**config.mk**
```make
export PLATFORM = sky130hd
export DESIGN_NAME = smoothed_peak_picker
export DESIGN_NICKNAME = d
export VERILOG_FILES = /design/src/rtl/spp_pkg.sv /design/src/rtl/smoothed_peak_picker.sv /design/src/rtl/spp_front.sv /design/src/rtl/spp_queue.sv /design/src/rtl/spp_back.sv
export SDC_FILE = /design/constraint.sdc
export NUM_CORES = 2
export LEC_CHECK = 0
export ABC_AREA = 1
export BUFFER_PORTS_ARGS = -buffer_cell sky130_fd_sc_hd__buf_2
export CAP_MARGIN = 20
export CORE_MARGIN = 2
export CORE_UTILIZATION = 45
export CTS_CLUSTER_SIZE = 24
export DETAILED_ROUTE_END_ITERATION = 16
export PLACE_DENSITY = 0.73
export SETUP_SLACK_MARGIN = 0.3
export SLEW_MARGIN = 20
export SYNTH_ARGS = -nofsm -noshare
export SYNTH_HDL_FRONTEND = slang
export SYNTH_HIERARCHICAL = 1
export SYNTH_SLANG_ARGS = --single-unit
```
**constraint.sdc**
```tcl
create_clock -name aclk -period 9.61 [get_ports aclk]
set_clock_uncertainty 0.05 [all_clocks]
set_input_delay 1.4415 -clock aclk [delete_from_list [all_inputs] [get_ports aclk]]
set_output_delay 1.4415 -clock aclk [all_outputs]
set_load 0.05 [all_outputs]
```
**src/rtl/spp_pkg.sv**
```systemverilog
// Shared types, constants and filter coefficients for the smoothed peak picker.
// No dependencies; used by every module of the block.
package spp_pkg;

    localparam int SAMPLE_BITS  = 24;
    localparam int MAX_RECORD   = 1048576;
    localparam int COUNT_BITS   = $clog2(MAX_RECORD) + 1;
    localparam int TAPS         = 5;
    localparam int COEF_BITS    = 8;
    localparam int ACC_BITS     = SAMPLE_BITS + COEF_BITS;
    localparam int STEP_COUNT   = 6;
    localparam int QUEUE_DEPTH  = 4;
    localparam int QPTR_BITS    = $clog2(QUEUE_DEPTH);
    localparam int S_TDATA_BITS = ((SAMPLE_BITS + 7) / 8) * 8;
    localparam int M_TDATA_BITS = ((COUNT_BITS + 7) / 8) * 8;

    localparam logic KIND_PEAK = 1'b0;
    localparam logic KIND_END  = 1'b1;

    typedef logic [COUNT_BITS-1:0]       count_t;
    typedef logic signed [ACC_BITS-1:0]  acc_t;
    typedef logic [TAPS-1:0][COEF_BITS-1:0] coef_row_t;

    // One smoothing step per tap set, then the end-of-record step.
    typedef enum logic [2:0] {
        STEP_SET0,
        STEP_SET1,
        STEP_SET2,
        STEP_SET3,
        STEP_SET4,
        STEP_END
    } step_t;

    // Work handed from the front end to the back end for one accepted sample.
    typedef struct packed {
        logic [TAPS-1:0][SAMPLE_BITS-1:0] win;   // index 0 is the oldest sample
        count_t                           count; // samples in the record so far
        logic [STEP_COUNT-1:0]            steps; // one bit per step_t code
    } job_t;

    typedef struct packed {
        logic full;
        logic empty;
    } qstat_t;

    // Coefficients scaled by 70; the edge fits are mirrored at the tail.
    function automatic coef_row_t tap_row(input step_t step);
        coef_row_t row;
        case (step)
            STEP_SET0: row = {-8'sd1,  8'sd4,  -8'sd6,  8'sd4,   8'sd69};
            STEP_SET1: row = { 8'sd4, -8'sd16,  8'sd24, 8'sd54,  8'sd4};
            STEP_SET2: row = {-8'sd6,  8'sd24,  8'sd34, 8'sd24, -8'sd6};
            STEP_SET3: row = { 8'sd4,  8'sd54,  8'sd24, -8'sd16, 8'sd4};
            STEP_SET4: row = { 8'sd69, 8'sd4,  -8'sd6,  8'sd4,  -8'sd1};
            default:   row = '0;
        endcase
        return row;
    endfunction

endpackage

```
**src/rtl/smoothed_peak_picker.sv**
```systemverilog
// Channel  Dir  Beat contents
// s_       in   tdata[23:0] sample, tlast marks the final sample of a record
// m_       out  tdata[20:0] peak position (0 on end beat), tuser[0] kind (1 = end)
//
// One sample beat per cycle while the job queue is not full; an accepted sample goes
// through the queue, the tap-product and sum and clamp stages to the result register.
// The back end runs one smoothing step per cycle unless a waiting result is stalled;
// the four-entry job queue absorbs the bursts of fits at the fifth and last samples.
// aresetn is synchronous, active low; a stalled result beat freezes only the back end.
module smoothed_peak_picker (
    input  logic                              aclk,
    input  logic                              aresetn,
    input  logic                              s_tvalid,
    output logic                              s_tready,
    input  logic [spp_pkg::S_TDATA_BITS-1:0]  s_tdata,  // [23:0] sample
    input  logic                              s_tlast,
    output logic                              m_tvalid,
    input  logic                              m_tready,
    output logic [spp_pkg::M_TDATA_BITS-1:0]  m_tdata,  // [20:0] position
    output logic                              m_tuser   // [0] kind
);

    spp_pkg::qstat_t qstat;
    spp_pkg::job_t   push_job, head_job;
    logic            push, pop;

    spp_front u_front (
        .aclk     (aclk),
        .aresetn  (aresetn),
        .s_tvalid (s_tvalid),
        .s_tready (s_tready),
        .s_tdata  (s_tdata),
        .s_tlast  (s_tlast),
        .qstat    (qstat),
        .push     (push),
        .job      (push_job)
    );

    spp_queue u_queue (
        .aclk     (aclk),
        .aresetn  (aresetn),
        .push     (push),
        .push_job (push_job),
        .pop      (pop),
        .head     (head_job),
        .stat     (qstat)
    );

    spp_back u_back (
        .aclk     (aclk),
        .aresetn  (aresetn),
        .head     (head_job),
        .qstat    (qstat),
        .pop      (pop),
        .m_tvalid (m_tvalid),
        .m_tready (m_tready),
        .m_tdata  (m_tdata),
        .m_tuser  (m_tuser)
    );

endmodule

```
**src/rtl/spp_front.sv**
```systemverilog
// Front end: takes sample beats, keeps the five-sample window and the record count,
// and turns each beat into a job for the queue. Depends on spp_pkg.
module spp_front (
    input  logic                                aclk,
    input  logic                                aresetn,
    input  logic                                s_tvalid,
    output logic                                s_tready,
    input  logic [spp_pkg::S_TDATA_BITS-1:0]    s_tdata,  // [23:0] sample
    input  logic                                s_tlast,
    input  spp_pkg::qstat_t                     qstat,
    output logic                                push,
    output spp_pkg::job_t                       job
);

    logic [spp_pkg::TAPS-1:0][spp_pkg::SAMPLE_BITS-1:0] window_reg, window_next, win_shift;
    spp_pkg::count_t count_reg, count_next, count_inc;

    assign s_tready = !qstat.full;
    assign push     = s_tvalid && s_tready;

    always_comb begin
        for (int i = 0; i < spp_pkg::TAPS - 1; i++) begin
            win_shift[i] = window_reg[i+1];
        end
        win_shift[spp_pkg::TAPS-1] = s_tdata[spp_pkg::SAMPLE_BITS-1:0];

        if (count_reg < spp_pkg::COUNT_BITS'(spp_pkg::MAX_RECORD)) begin
            count_inc = count_reg + spp_pkg::COUNT_BITS'(1);
        end else begin
            count_inc = count_reg;
        end

        // The fifth sample releases the two leading edge fits and the first centre fit.
        job.win   = win_shift;
        job.count = count_inc;
        job.steps = '0;
        if (count_reg == spp_pkg::COUNT_BITS'(4)) begin
            job.steps[spp_pkg::STEP_SET0] = 1'b1;
            job.steps[spp_pkg::STEP_SET1] = 1'b1;
            job.steps[spp_pkg::STEP_SET2] = 1'b1;
        end else if (count_reg >= spp_pkg::COUNT_BITS'(5)) begin
            job.steps[spp_pkg::STEP_SET2] = 1'b1;
        end
        if (s_tlast && count_inc >= spp_pkg::COUNT_BITS'(5)) begin
            job.steps[spp_pkg::STEP_SET3] = 1'b1;
            job.steps[spp_pkg::STEP_SET4] = 1'b1;
        end
        job.steps[spp_pkg::STEP_END] = s_tlast;

        window_next = window_reg;
        count_next  = count_reg;
        if (push) begin
            if (s_tlast) begin
                window_next = '0;
                count_next  = '0;
            end else begin
                window_next = win_shift;
                count_next  = count_inc;
            end
        end
    end

    always_ff @(posedge aclk) begin
        if (!aresetn) begin
            window_reg <= '0;
            count_reg  <= '0;
        end else begin
            window_reg <= window_next;
            count_reg  <= count_next;
        end
    end

endmodule

```
**src/rtl/spp_queue.sv**
```systemverilog
// Four-entry job queue between the front end and the back end.
// Depends on spp_pkg for the job and status types.
module spp_queue (
    input  logic            aclk,
    input  logic            aresetn,
    input  logic            push,
    input  spp_pkg::job_t   push_job,
    input  logic            pop,
    output spp_pkg::job_t   head,
    output spp_pkg::qstat_t stat
);

    spp_pkg::job_t mem_reg [spp_pkg::QUEUE_DEPTH];
    logic [spp_pkg::QPTR_BITS-1:0] wr_ptr_reg, wr_ptr_next, rd_ptr_reg, rd_ptr_next;
    logic [spp_pkg::QPTR_BITS:0]   fill_reg, fill_next;

    assign head       = mem_reg[rd_ptr_reg];
    assign stat.full  = (fill_reg == (spp_pkg::QPTR_BITS + 1)'(spp_pkg::QUEUE_DEPTH));
    assign stat.empty = (fill_reg == '0);

    always_comb begin
        wr_ptr_next = push ? wr_ptr_reg + 1'b1 : wr_ptr_reg;
        rd_ptr_next = pop  ? rd_ptr_reg + 1'b1 : rd_ptr_reg;
        fill_next   = fill_reg;
        if (push && !pop) begin
            fill_next = fill_reg + 1'b1;
        end else if (pop && !push) begin
            fill_next = fill_reg - 1'b1;
        end
    end

    always_ff @(posedge aclk) begin
        if (!aresetn) begin
            wr_ptr_reg <= '0;
            rd_ptr_reg <= '0;
            fill_reg   <= '0;
        end else begin
            wr_ptr_reg <= wr_ptr_next;
            rd_ptr_reg <= rd_ptr_next;
            fill_reg   <= fill_next;
        end
    end

    always_ff @(posedge aclk) begin
        if (push) begin
            mem_reg[wr_ptr_reg] <= push_job;
        end
    end

endmodule

```
**src/rtl/spp_back.sv**
```systemverilog
// Back end: walks the steps of each queued job through a tap-product stage, a sum and
// clamp stage and a slope compare that loads the result register. Depends on spp_pkg.
module spp_back (
    input  logic                              aclk,
    input  logic                              aresetn,
    input  spp_pkg::job_t                     head,
    input  spp_pkg::qstat_t                   qstat,
    output logic                              pop,
    output logic                              m_tvalid,
    input  logic                              m_tready,
    output logic [spp_pkg::M_TDATA_BITS-1:0]  m_tdata,  // [20:0] position
    output logic                              m_tuser   // [0] kind
);

    typedef enum logic [1:0] {
        SLOPE_FLAT,
        SLOPE_UP,
        SLOPE_DOWN
    } slope_t;

    logic [spp_pkg::STEP_COUNT-1:0] done_reg, done_next, remaining, pick_bit;
    spp_pkg::step_t     cur_step;
    spp_pkg::coef_row_t row;
    logic               has_step, last_bit, en;

    logic               s1_valid_reg, s1_valid_next;
    spp_pkg::step_t     s1_step_reg;
    spp_pkg::count_t    s1_pos_reg, s1_pos_next;
    spp_pkg::acc_t      s1_prod_reg [spp_pkg::TAPS];
    spp_pkg::acc_t      prod_next   [spp_pkg::TAPS];

    logic               s2_valid_reg, s2_valid_next;
    spp_pkg::step_t     s2_step_reg;
    spp_pkg::count_t    s2_pos_reg;
    spp_pkg::acc_t      s2_value_reg, sum, value_next;

    spp_pkg::acc_t      hist_reg, hist_next;
    slope_t             slope_reg, slope_next, slope_now;
    logic               m_valid_reg, m_valid_next, emit;
    logic               m_kind_reg, m_kind_next;
    spp_pkg::count_t    m_pos_reg, m_pos_next;

    assign en       = !m_valid_reg || m_tready;
    assign m_tvalid = m_valid_reg;
    assign m_tuser  = m_kind_reg;
    assign m_tdata  = spp_pkg::M_TDATA_BITS'(m_pos_reg);

    // Step selection: lowest pending step of the head job.
    always_comb begin
        remaining = head.steps & ~done_reg;
        pick_bit  = remaining & (~remaining + 1'b1);
        cur_step  = spp_pkg::STEP_SET0;
        for (int i = spp_pkg::STEP_COUNT - 1; i >= 0; i--) begin
            if (remaining[i]) begin
                cur_step = spp_pkg::step_t'(i);
            end
        end
        has_step = !qstat.empty && (remaining != '0);
        last_bit = ((remaining & (remaining - 1'b1)) == '0);
        pop      = en && !qstat.empty && last_bit;

        done_next = done_reg;
        if (en && !qstat.empty) begin
            done_next = last_bit ? '0 : (done_reg | pick_bit);
        end

        row = spp_pkg::tap_row(cur_step);
        for (int i = 0; i < spp_pkg::TAPS; i++) begin
            prod_next[i] = spp_pkg::acc_t'($signed(row[i])) *
                           spp_pkg::acc_t'($signed(head.win[i]));
        end
        // A peak is reported one position before the value that confirms it.
        s1_pos_next   = spp_pkg::count_t'(head.count + spp_pkg::COUNT_BITS'(cur_step)
                                          - spp_pkg::COUNT_BITS'(5));
        s1_valid_next = en ? has_step : s1_valid_reg;
        s2_valid_next = en ? s1_valid_reg : s2_valid_reg;
    end

    always_comb begin
        sum = '0;
        for (int i = 0; i < spp_pkg::TAPS; i++) begin
            sum = sum + s1_prod_reg[i];
        end
        value_next = (sum < 0) ? '0 : sum;
    end

    // Slope tracking and result formation.
    always_comb begin
        if (s2_value_reg > hist_reg) begin
            slope_now = SLOPE_UP;
        end else if (s2_value_reg < hist_reg) begin
            slope_now = SLOPE_DOWN;
        end else begin
            slope_now = SLOPE_FLAT;
        end

        emit        = 1'b0;
        m_kind_next = spp_pkg::KIND_PEAK;
        m_pos_next  = s2_pos_reg;
        hist_next   = hist_reg;
        slope_next  = slope_reg;
        if (s2_valid_reg && en) begin
            case (s2_step_reg)
                spp_pkg::STEP_END: begin
                    emit        = 1'b1;
                    m_kind_next = spp_pkg::KIND_END;
                    m_pos_next  = '0;
                    hist_next   = '0;
                    slope_next  = SLOPE_FLAT;
                end
                spp_pkg::STEP_SET0: begin
                    hist_next  = s2_value_reg;
                    slope_next = SLOPE_FLAT;
                end
                default: begin
                    emit       = (slope_reg == SLOPE_UP) && (slope_now == SLOPE_DOWN);
                    hist_next  = s2_value_reg;
                    slope_next = slope_now;
                end
            endcase
        end
        m_valid_next = en ? emit : m_valid_reg;
    end

    always_ff @(posedge aclk) begin
        if (!aresetn) begin
            done_reg     <= '0;
            s1_valid_reg <= 1'b0;
            s2_valid_reg <= 1'b0;
            hist_reg     <= '0;
            slope_reg    <= SLOPE_FLAT;
            m_valid_reg  <= 1'b0;
        end else begin
            done_reg     <= done_next;
            s1_valid_reg <= s1_valid_next;
            s2_valid_reg <= s2_valid_next;
            hist_reg     <= hist_next;
            slope_reg    <= slope_next;
            m_valid_reg  <= m_valid_next;
        end
    end

    always_ff @(posedge aclk) begin
        if (en) begin
            s1_step_reg  <= cur_step;
            s1_pos_reg   <= s1_pos_next;
            s1_prod_reg  <= prod_next;
            s2_step_reg  <= s1_step_reg;
            s2_pos_reg   <= s1_pos_reg;
            s2_value_reg <= value_next;
            m_kind_reg   <= m_kind_next;
            m_pos_reg    <= m_pos_next;
        end
    end

endmodule

```
==> impl_metrics.tcl <==
set metrics [dict create \
    wirelength_um 189000 \
    maxCapViolations 0 \
    grt_pass1_wl_um 296500 \
    antenna_found_initial 9 \
    die_h_um 406.9 \
    grt_max_degree 100 \
    status "completed" \
    fp.coreArea_sq_um 160900 \
    holdPathEnd "u_back/s2_pos_reg[3]" \
    tns_ns 0 \
    grt_use_met3_pct 3.262 \
    holdPathStages 0 \
    clock.fmax_mhz 115.2 \
    hp-start "u_back/s1_pos_reg[3]" \
    finalCriticalPeriod_ns 8.682 \
    synth.area.mux_share_pct 0 \
    synth_compound_area_share_pct 8.578 \
    r2r_cells 26 \
    grtUsageMet1_pct 31.85 \
    dieWidth_um 406.9 \
    die-area_sq_um 165600 \
    ys_seq_elements 1016 \
    final_cell_mix "inv_1, nor2_1, nand2_1, edfxtp_1, fa_1" \
    syn_inst 7426 \
    synthSimpleGateAreaFrac_pct 13.13 \
    drt-initial-drc-count 4693 \
    num_vias 51315 \
    synth_ff_type "edfxtp_1" \
    fillers 14408 \
    clock-sinks 1016 \
    grt_setup_unrepaired "no" \
    end_kind "flip-flop" \
    fin_crit_sh_pct 90.35 \
    cp.required_ns 10.05 \
    synth_warnings 6 \
    cts.reportedPaths.clkPinSlew_ns 0.06 \
    gp_congestion 0.9597 \
    grt_pass1_vias 52554 \
    post_cts_resized 0 \
    fin_nets 8583 \
    viasPerCell 5.319 \
    clock-root-buffer "clkbuf_16" \
    layout-drive-gt1-share_pct 6.497 \
    cts_setup_buffers 0 \
    setup_viol_count_final 0 \
    cts-htree-levels 3 \
    grt-ovfl-total 0 \
    io_pins 56 \
    met2_usage_pct 37.19 \
    postSynthAreaPerCell_sq_um 9.837 \
    finalMaxSlewViolations 0 \
    hold_path.class "flip-flop to flip-flop" \
    synth_top_family_by_area "adder cells" \
    cts_tree "built" \
    antenna_left 0 \
    syn2layout_area_growth_pct 7.615 \
    ctsLongestPathBuffers 3 \
    grt.total_usage_pct 23.28 \
    hold_viol 0 \
    worstPathMaxFanout 85 \
    synth_enable_flop_cells 847 \
    final_common_cell "inv_1" \
    cp-start-kind "flip-flop" \
    synth-xor-area-share_pct 2.338 \
    wl_per_cell_um 19.59 \
    synth_area_sq_um 73050 \
    start_util_pct 45.39 \
    drc 0 \
    ff2ff_setup_slack_ns 0.93 \
    clk_latency_ns 0.76 \
    floorplan.rows 147 \
    relSlewSlack_pct 20.91 \
    top_usage_layer "met2" \
    largest_register_ffs 588 \
    seq_area_frac_synth_pct 39.45 \
    ys_async_sr_fraction_pct 0 \
    worst_pin_slew_ns 1.186 \
    io_buffers 52 \
    r2r_end "u_back/s1_prod_reg[59]" \
    path_class "flip-flop to flip-flop" \
    dr.pass1.iters 7 \
    hpwl_um 142500 \
    synthDistinctLibCells 58 \
    arrival_ns 9.12 \
    cts.hold.buffers_added 0 \
    cts_made_buffers 101 \
    synthAdderAreaFrac_pct 27.47 \
]
## metrics by stage
step                      setup slack [ns]  utilization, %  std cells  hold WS, ns  instance area, sq um
after floorplan                     0.4924               -       7429       0.3503                 73060
after global placement               1.181           46.62       9446       0.3523                 75030
after detailed placement             1.093           46.64       9447       0.3545                 75060
after CTS                            1.017           48.82       9639       0.3669                 78560
after global routing                0.4932           48.84       9644       0.3748                 78610
final                               0.9276           48.85       9647       0.3682                 78610
## per-layer routing
layer,vias up,part of all wire (%)
met2,1924,46
met3,330,7.4
met4,6,4.5
met5,-,0.024
met1,25392,42
li1,23663,-
## worst max-delay path: stages (launching register included)
cell and delay, ns:
dfxtp_4 0.82, inv_8 0.34, o21ai_0 0.28, o22ai_1 0.13
nand2_2 0.14, nand2_1 0.09, nand2_1 0.18, inv_1 0.15
nor2_1 0.92, inv_2 0.55, nand2_2 0.37, inv_2 0.24
nor2_1 0.35, fa_1 0.53, fa_1 0.57, inv_1 0.05
fa_1 0.44, fa_1 0.52, inv_1 0.05, ha_1 0.40
nand2_1 0.15, nor2_1 0.24, inv_1 0.09, nor2_1 0.14
nand3_1 0.09, nand3_1 0.11, xor2_1 0.32
## cells by family after synthesis
logic type	count (synthesis)
flip-flops	1016
XOR/XNOR	192
adder cells (fa/ha/maj)	1163
AO/OA/AOI/OAI	1084
other	1
AND/OR/NAND/NOR	2346
buffers and inverters	1624
## synthesized netlist by cell type, types with 3 or more instances
library cell  count  share of area (%)
inv_1          1367                7.0
nor4_1           12               0.10
nor2_4           10               0.15
buf_2            56               0.38
o21bai_1         20               0.21
buf_6            17               0.26
a21oi_1         396                2.7
nand2_2          21               0.18
o22ai_2          60                1.0
nand4_1          44               0.38
nand3_1         125               0.86
o22ai_1          87               0.75
nand2_1         921                4.7
o2111ai_1         4              0.048
nor2_2           91               0.78
clkbuf_1        102               0.52
o21ai_1         123               0.84
buf_1            13              0.067
inv_2            16              0.082
edfxtp_1        847                 35
a21oi_2           3              0.036
a211oi_1          8              0.082
fa_1            735                 20
o21a_1           14               0.14
a21o_1           18               0.18
buf_12            7               0.19
dfxtp_1         169                4.6
o211ai_1         11               0.11
xnor2_1          72               0.86
ha_1            428                7.3
nor3_1           40               0.27
a21boi_0          5              0.051
xor2_1          118                1.4
nand3_2           5              0.069
nor2_1         1065                5.5
or2_1             3              0.026
a31oi_1           8              0.069
nand3b_1          4              0.041
o21ai_0         316                2.2
buf_8             3              0.062
buf_4            40               0.41
## worst max-delay path by stage
stage,to,cells after the start,slack [ns],from
finish,u_back/s1_prod_reg[59],26,0.93,flip-flop
CTS,u_back/s1_prod_reg[59],26,1.02,flip-flop
global placement,u_back/s1_prod_reg[59],26,1.18,flip-flop
global route,u_back/s1_prod_reg[59],26,0.49,flip-flop
detailed placement,u_back/s1_prod_reg[59],26,1.09,flip-flop
floorplan,u_back/m_pos_reg[10],6,0.49,m_tready
## area by class of cell
type | count | area (sq um) | area share (%)
multi-input combinational | 4789 | 37680 | 47.93
antenna | 7 | 17.52 | 0.02228
clock inverter | 51 | 654.4 | 0.8324
sequential | 1016 | 28830 | 36.67
clock buffer | 141 | 2850 | 3.626
tap | 2160 | 2703 | 3.438
timing repair buffer | 97 | 638.1 | 0.8117
inverter | 1386 | 5243 | 6.669
Power is left out: the tool's default activity adds up to more than one toggle a clock period on the data nets, which glitch-free logic cannot reach.
